File: config.mk
export PLATFORM = sky130hd
export DESIGN_NAME = raw_pixel_unpack_black_level
export DESIGN_NICKNAME = d
export VERILOG_FILES = /design/src/hw/rtl/rpu_pkg.sv /design/src/hw/rtl/rpu_front.sv /design/src/hw/rtl/rpu_queue.sv /design/src/hw/rtl/rpu_back.sv /design/src/hw/rtl/raw_pixel_unpack_black_level.sv
export SDC_FILE = /design/constraint.sdc
export NUM_CORES = 1
export LEC_CHECK = 0
export BUFFER_PORTS_ARGS = -buffer_cell sky130_fd_sc_hd__buf_4
export CORE_ASPECT_RATIO = 1.4
export CORE_MARGIN = 4
export CORE_UTILIZATION = 30
export DETAILED_ROUTE_END_ITERATION = 16
export PLACE_DENSITY = 0.48
export SLEW_MARGIN = 30
export SYNTH_ARGS = -nofsm -noshare
export SYNTH_HDL_FRONTEND = slang
export SYNTH_HIERARCHICAL = 1
export SYNTH_SLANG_ARGS = --single-unit
File: constraint.sdc
create_clock -name clk -period 4.5 [get_ports clk]
set_input_delay 0.9 -clock clk [delete_from_list [all_inputs] [get_ports clk]]
set_output_delay 0.9 -clock clk [all_outputs]
set_load 0.005 [all_outputs]
File: src/hw/rtl/rpu_pkg.sv
package rpu_pkg;

  localparam int unsigned WordW  = 16;
  localparam int unsigned PixW   = 14;
  localparam int unsigned OutW   = 17;
  localparam int unsigned AddrW  = 4;
  localparam int unsigned DataW  = 32;
  localparam int unsigned QDepth = 4;
  localparam int unsigned QAw    = 2;
  localparam int unsigned PhaseW = 3;

  localparam logic [PhaseW-1:0] LastPhase   = 3'd6;
  localparam logic [PixW-1:0]   PixMask     = 14'h3FFF;
  localparam logic [OutW-1:0]   LevelOffset = 17'd15;
  localparam logic [WordW-1:0]  BlackReset  = 16'd2000;

  localparam logic [1:0] RegSixteenBitMode = 2'd0;
  localparam logic [1:0] RegSwapBytes      = 2'd1;
  localparam logic [1:0] RegBlackLevel     = 2'd2;
  localparam logic [1:0] RegLevelAdjust    = 2'd3;

  typedef struct packed {
    logic             sixteen_bit_mode;
    logic             swap_bytes;
    logic [WordW-1:0] black_level;
    logic             level_adjust;
  } cfg_t;

  typedef struct packed {
    logic             clr_history;
    logic             last;
    logic [WordW-1:0] raw;
  } entry_t;

endpackage

File: src/hw/rtl/rpu_front.sv
module rpu_front (
  input  logic                       clk,
  input  logic                       rst,
  input  rpu_pkg::cfg_t              cfg,
  input  logic                       word_valid,
  output logic                       word_stall,
  input  logic [rpu_pkg::WordW-1:0]  packed_word,
  input  logic                       start_of_frame,
  output logic                       push,
  output rpu_pkg::entry_t            push_entry,
  input  logic                       q_full
);

  logic [rpu_pkg::PhaseW-1:0] bit_phase;
  logic [rpu_pkg::PhaseW-1:0] bit_phase_next;
  logic [rpu_pkg::PixW-1:0]   leftover_bits;
  logic [rpu_pkg::PixW-1:0]   leftover_bits_next;
  logic                       pend_valid;
  logic [rpu_pkg::PixW-1:0]   pend_raw;

  logic                       accept;
  logic [rpu_pkg::WordW-1:0]  w;
  logic [rpu_pkg::PhaseW-1:0] phase;
  logic [rpu_pkg::PixW-1:0]   left;
  logic [3:0]                 shift;
  logic [29:0]                acc;
  logic [rpu_pkg::PixW-1:0]   raw0;
  logic [rpu_pkg::PixW-1:0]   rest;
  logic                       split;

  assign word_stall = pend_valid | q_full;
  assign accept     = word_valid & ~word_stall;

  always_comb begin
    w = cfg.swap_bytes ? {packed_word[7:0], packed_word[15:8]} : packed_word;
    phase = bit_phase;
    if (start_of_frame || bit_phase > rpu_pkg::LastPhase) begin
      phase = '0;
    end
    left  = start_of_frame ? '0 : leftover_bits;
    shift = {phase, 1'b0} + 4'd2;
    acc   = {left, w};
    raw0  = rpu_pkg::PixW'(acc >> shift) & rpu_pkg::PixMask;
    rest  = rpu_pkg::PixW'(w & ~(16'hFFFF << shift));
    split = ~cfg.sixteen_bit_mode & (phase == rpu_pkg::LastPhase);
  end

  always_comb begin
    bit_phase_next     = bit_phase;
    leftover_bits_next = leftover_bits;
    if (accept) begin
      if (cfg.sixteen_bit_mode) begin
        if (start_of_frame) begin
          bit_phase_next     = '0;
          leftover_bits_next = '0;
        end
      end else if (split) begin
        bit_phase_next     = '0;
        leftover_bits_next = '0;
      end else begin
        bit_phase_next     = phase + 3'd1;
        leftover_bits_next = rest;
      end
    end
  end

  always_comb begin
    push_entry.clr_history = 1'b0;
    push_entry.last        = 1'b1;
    push_entry.raw         = {2'b00, pend_raw};
    push                   = 1'b0;
    if (pend_valid) begin
      push = ~q_full;
    end else if (accept) begin
      push                   = 1'b1;
      push_entry.clr_history = start_of_frame;
      push_entry.last        = ~split;
      push_entry.raw         = cfg.sixteen_bit_mode ? w : {2'b00, raw0};
    end
  end

  always_ff @(posedge clk) begin
    if (rst) begin
      bit_phase     <= '0;
      leftover_bits <= '0;
      pend_valid    <= 1'b0;
    end else begin
      bit_phase     <= bit_phase_next;
      leftover_bits <= leftover_bits_next;
      if (pend_valid && !q_full) begin
        pend_valid <= 1'b0;
      end else if (accept && split) begin
        pend_valid <= 1'b1;
      end
    end
  end

  always_ff @(posedge clk) begin
    if (accept && split) begin
      pend_raw <= rest;
    end
  end

endmodule

File: src/hw/rtl/rpu_queue.sv
module rpu_queue (
  input  logic            clk,
  input  logic            rst,
  input  logic            push,
  input  rpu_pkg::entry_t push_entry,
  output logic            q_full,
  input  logic            pop,
  output logic            q_empty,
  output rpu_pkg::entry_t head
);

  rpu_pkg::entry_t          mem [rpu_pkg::QDepth];
  logic [rpu_pkg::QAw-1:0]  wr_ptr;
  logic [rpu_pkg::QAw-1:0]  rd_ptr;
  logic [rpu_pkg::QAw:0]    count;

  assign q_full  = (count == (rpu_pkg::QAw+1)'(rpu_pkg::QDepth));
  assign q_empty = (count == '0);
  assign head    = mem[rd_ptr];

  always_ff @(posedge clk) begin
    if (rst) begin
      wr_ptr <= '0;
      rd_ptr <= '0;
      count  <= '0;
    end else begin
      if (push) begin
        wr_ptr <= wr_ptr + 1'b1;
      end
      if (pop) begin
        rd_ptr <= rd_ptr + 1'b1;
      end
      if (push && !pop) begin
        count <= count + 1'b1;
      end else if (pop && !push) begin
        count <= count - 1'b1;
      end
    end
  end

  always_ff @(posedge clk) begin
    if (push) begin
      mem[wr_ptr] <= push_entry;
    end
  end

endmodule

File: src/hw/rtl/rpu_back.sv
module rpu_back (
  input  logic                      clk,
  input  logic                      rst,
  input  rpu_pkg::cfg_t             cfg,
  input  logic                      q_empty,
  input  rpu_pkg::entry_t           head,
  output logic                      pop,
  output logic                      pixel_valid,
  input  logic                      pixel_stall,
  output logic [rpu_pkg::OutW-1:0]  pixel_value,
  output logic                      last_of_word
);

  logic [rpu_pkg::OutW-1:0] recent0;
  logic [rpu_pkg::OutW-1:0] recent1;
  logic [rpu_pkg::OutW-1:0] older;
  logic [rpu_pkg::OutW-1:0] newer;
  logic [rpu_pkg::OutW-1:0] value;

  assign pop = ~q_empty & (~pixel_valid | ~pixel_stall);

  always_comb begin
    older = head.clr_history ? '0 : recent1;
    newer = head.clr_history ? '0 : recent0;
    if (head.raw == '0) begin
      value = older;
    end else if (cfg.level_adjust) begin
      if (head.raw >= cfg.black_level) begin
        value = {1'b0, head.raw - cfg.black_level} + rpu_pkg::LevelOffset;
      end else begin
        value = rpu_pkg::LevelOffset;
      end
    end else begin
      value = {1'b0, head.raw};
    end
  end

  always_ff @(posedge clk) begin
    if (rst) begin
      pixel_valid <= 1'b0;
      recent0     <= '0;
      recent1     <= '0;
    end else begin
      if (pop) begin
        pixel_valid <= 1'b1;
        recent1     <= newer;
        recent0     <= value;
      end else if (!pixel_stall) begin
        pixel_valid <= 1'b0;
      end
    end
  end

  always_ff @(posedge clk) begin
    if (pop) begin
      pixel_value  <= value;
      last_of_word <= head.last;
    end
  end

endmodule

File: src/hw/rtl/raw_pixel_unpack_black_level.sv
// Unpacks a raw sensor word stream into pixels, masks dead (zero) pixels with the
// pixel two places back and optionally subtracts the black level with an offset of 15.
// One word is taken per cycle while the queue has room; a word at group position
// six of the 14-bit packing yields two pixels and holds the word input while the
// second pixel enters the four-entry queue. 16-bit data runs at one word per cycle
// while the queue has room. Each pixel is registered in the queue and at the output.
// Registers lie at byte addresses 0 (mode), 4 (swap), 8 (black level), 12 (adjust);
// the user must write them only while the block is idle; it is not enforced.
module raw_pixel_unpack_black_level (
  input  logic                               clk,
  input  logic                               rst,
  input  logic                               word_valid,
  output logic                               word_stall,
  input  logic [rpu_pkg::WordW-1:0]          packed_word,
  input  logic                               start_of_frame,
  output logic                               pixel_valid,
  input  logic                               pixel_stall,
  output logic [rpu_pkg::OutW-1:0]           pixel_value,
  output logic                               last_of_word,
  input  logic                               psel,
  input  logic                               penable,
  input  logic                               pwrite,
  input  logic [rpu_pkg::AddrW-1:0]          paddr,
  input  logic [rpu_pkg::DataW-1:0]          pwdata,
  output logic [rpu_pkg::DataW-1:0]          prdata,
  output logic                               pready
);

  rpu_pkg::cfg_t   cfg;
  rpu_pkg::entry_t push_entry;
  rpu_pkg::entry_t head;
  logic            push;
  logic            pop;
  logic            q_full;
  logic            q_empty;
  logic            wr_en;

  assign pready = 1'b1;
  assign wr_en  = psel & penable & pwrite & pready;

  always_ff @(posedge clk) begin
    if (rst) begin
      cfg.sixteen_bit_mode <= 1'b0;
      cfg.swap_bytes       <= 1'b0;
      cfg.black_level      <= rpu_pkg::BlackReset;
      cfg.level_adjust     <= 1'b1;
    end else if (wr_en) begin
      case (paddr[3:2])
        rpu_pkg::RegSixteenBitMode: cfg.sixteen_bit_mode <= pwdata[0];
        rpu_pkg::RegSwapBytes:      cfg.swap_bytes       <= pwdata[0];
        rpu_pkg::RegBlackLevel:     cfg.black_level      <= pwdata[15:0];
        rpu_pkg::RegLevelAdjust:    cfg.level_adjust     <= pwdata[0];
        default: ;
      endcase
    end
  end

  always_comb begin
    case (paddr[3:2])
      rpu_pkg::RegSixteenBitMode: prdata = {31'd0, cfg.sixteen_bit_mode};
      rpu_pkg::RegSwapBytes:      prdata = {31'd0, cfg.swap_bytes};
      rpu_pkg::RegBlackLevel:     prdata = {16'd0, cfg.black_level};
      rpu_pkg::RegLevelAdjust:    prdata = {31'd0, cfg.level_adjust};
      default:                    prdata = '0;
    endcase
  end

  rpu_front u_front (
    .clk            (clk),
    .rst            (rst),
    .cfg            (cfg),
    .word_valid     (word_valid),
    .word_stall     (word_stall),
    .packed_word    (packed_word),
    .start_of_frame (start_of_frame),
    .push           (push),
    .push_entry     (push_entry),
    .q_full         (q_full)
  );

  rpu_queue u_queue (
    .clk        (clk),
    .rst        (rst),
    .push       (push),
    .push_entry (push_entry),
    .q_full     (q_full),
    .pop        (pop),
    .q_empty    (q_empty),
    .head       (head)
  );

  rpu_back u_back (
    .clk          (clk),
    .rst          (rst),
    .cfg          (cfg),
    .q_empty      (q_empty),
    .head         (head),
    .pop          (pop),
    .pixel_valid  (pixel_valid),
    .pixel_stall  (pixel_stall),
    .pixel_value  (pixel_value),
    .last_of_word (last_of_word)
  );

endmodule

==> results.ini <==
[status]
run_status = completed

[setup_path]
cp.required_ns = 4.68
worstRegToRegCells = 11
critPathCaptureType = flip-flop
r2r_setup_slack_ns = 0.35
r2r-end = u_back/pixel_value[14]
critPathKind = reg -> reg
critPathMaxFanout = 10
cp-start-kind = flip-flop
worstPathArrival_ns = 4.33

[cts]
root_buffer = clkbuf_16
cts_setup_buffers = 0
cts_max_level = 4
cts_buffer_depth = 2
cts_made_buffers = 17
clock_latency_ns = 0.44
post_cts_resized = 0
cts_tree = built
path_clk_slew_ns = 0.07
clock-sinks = 183
hold_buffers = 0

[floorplan]
io_pins = 113
start_util_pct = 30.58
rows = 80
die_y_um = 229.0
dieWidth_um = 165.9
core_area_um2 = 34230
die-area_um2 = 38000

[cells_and_area]
syn_to_final_growth_pct = 14.16
diodes = 0
regArea_um2 = 4706
drive_above_1_share_pct = 21.84
n_fill_cell = 3522
nNetsFinal = 1118
multi_input_area_um2 = 5196

[placement]
gp_congestion = 0.8159
dpl.hpwl_um = 19590
port_buffers = 77

[yosys]
synth_edf_count = 104
synth_top_area_cell = edfxtp_1
async_flop_share_pct = 0
synthMostInstantiatedCell = edfxtp_1
netlist_top_cells_area = edfxtp_1, dfxtp_1, mux2i_1, mux4_2, a21oi_1
synth-seq-cells = 183
synth_top_area_share_pct = 29.83
syn_avg_cell_area_um2 = 10.72
yosysSeqAreaShare_pct = 44.93
ys_warn_count = 6
ys_top_cells_by_count = edfxtp_1, nor2_1, dfxtp_1
synthesis.area_um2 = 10470
ys.flop_type = edfxtp_1
synth_cell_types = 93
synth_cells = 977

[global_routing]
grt-ovfl-total = 0
first_global_vias = 7434
use_met1_pct = 16.26
grt_pass1_wl_um = 42490
grt_util_met2_pct = 26.53
grt_max_degree = 94
grtUsageTotal_pct = 14.07
met3_usage_pct = 2.363
top_usage_layer = met2
antenna_found_initial = 0

[sta]
finClkSkew_ns = 0.01098
period_share_pct = 92.14
finalSetupViolations = 0
max_freq_mhz = 241.2
tns_ns = 0
hold_viol = 0
drv_slew = 0
post-route-min-period_ns = 4.146
relSlewSlack_pct = 38.77
worst_slew_pin_slew_ns = 0.9165
rsz0062_at_grt = no

[power]
power_density_nw_per_um2 = 579.4
worst_ir_drop_vdd_v = 0.0002340
leakagePower_uw = 0.004295
total_power_uw = 6925

[drt]
drtIter0Drc = 393
drc = 0
drt_wl_total_um = 27080
dr.pass1.iters = 5
ant_nets = 0
via_count = 7497
vias_per_cell = 5.015
wl_per_cell_um = 18.11

[worst_hold_path]
min_from = u_back/recent1[10]
hp-class = reg -> reg
hold_end = u_back/recent1[10]
hold_path_depth = 2

[job]
cap_violations = 0

[registers in the layout, summed over array words and instances (netlist names), 3 cells and up, named ones only]
signal / count
cfg: 19
u_back/pixel_value: 17
u_back/recent0: 17
u_back/recent1: 17
u_front/bit_phase: 3
u_front/leftover_bits: 12
u_front/pend_raw: 14
u_queue/count: 3
u_queue/mem: 72
[critical path, stage by stage (launching register included)]
cell and delay (ns):
dfxtp_1 0.37, buf_4 0.24, mux4_1 0.69, ha_1 0.42
o21ai_1 0.12, a2111o_1 0.41, o211ai_1 0.25, o2111ai_1 0.37
or2_2 0.39, o311ai_1 0.30, nand2_1 0.11, or2_1 0.22
[kinds of logic after synthesis]
kind of cell | Yosys count | synth area share, %
buffers and inverters | 118 | 6.071
AND/OR/NAND/NOR | 342 | 17.51
XOR/XNOR | 29 | 2.498
multiplexers | 95 | 13.23
AO/OA/AOI/OAI | 181 | 12.32
flip-flops | 183 | 44.93
adder cells (fa/ha/maj) | 27 | 3.370
other | 2 | 0.07173
[cell type report]
class	count	share of cell area [%]
tap	451	4.721
multi-input combinational	691	43.47
timing repair buffer	102	6.438
sequential	183	39.37
clock inverter	14	1.277
inverter	36	1.131
clock buffer	18	3.591
[per-stage QoR]
stage          cells  area (um2)  worst slack, ns  util (%)  hold slack [ns]
3_5_place_dp    1463       11370           0.3533     33.21           0.4452
3_3_place_gp    1463       11360           0.3640     33.18           0.4380
2_1_floorplan    992       10530           0.6729         -           0.4271
6_report        1495       11950           0.3539     34.92           0.4524
4_1_cts         1495       11950           0.3205     34.91           0.4530
5_1_grt         1495       11950          0.08662     34.92           0.4635
[layer usage]
| layer | wire length, um | part of all wire, % |
|---|---|---|
| met5 | 0 | 0 |
| met4 | 400 | 1.5 |
| met3 | 769 | 2.8 |
| met2 | 14820 | 55 |
| met1 | 11090 | 41 |
[report_power, final]
| part | switching [uW] | internal, uW | leakage (uW) |
|---|---|---|---|
| Combinational | 1900 | 1260 | 0.00243 |
| Clock | 670 | 822 | 0.000267 |
| Sequential | 111 | 2160 | 0.00160 |
| Total | 2690 | 4240 | 0.00430 |
[layout by cell type (no fill, tap or decap), types with 10 or more instances in the layout]
master and count:
a21oi_1 68, and2_1 18, and3_1 13, buf_4 101, clkbuf_16 17, conb_1 17
dfxtp_1 78, edfxtp_1 104, ha_1 25, inv_1 34, mux2_2 14, mux2i_1 48
mux4_2 20, nand2_1 67, nand2b_1 11, nand3_1 34, nand4_1 14, nor2_1 88
nor2b_1 15, nor3_1 15, o21ai_0 10, or2b_2 18, xnor2_1 20
[how the worst max path moves through the flow]
stage                                        end  slack, ns  depth (start not counted)
after floorplan           u_back/pixel_value[14]       0.67                         14
after global placement    u_back/pixel_value[14]       0.36                         11
after detailed placement  u_back/pixel_value[14]       0.35                         11
after CTS                 u_back/pixel_value[14]       0.32                         11
after global routing      u_back/pixel_value[14]       0.09                         11
final                     u_back/pixel_value[14]       0.35                         11
(Power assumes the default switching activity.)
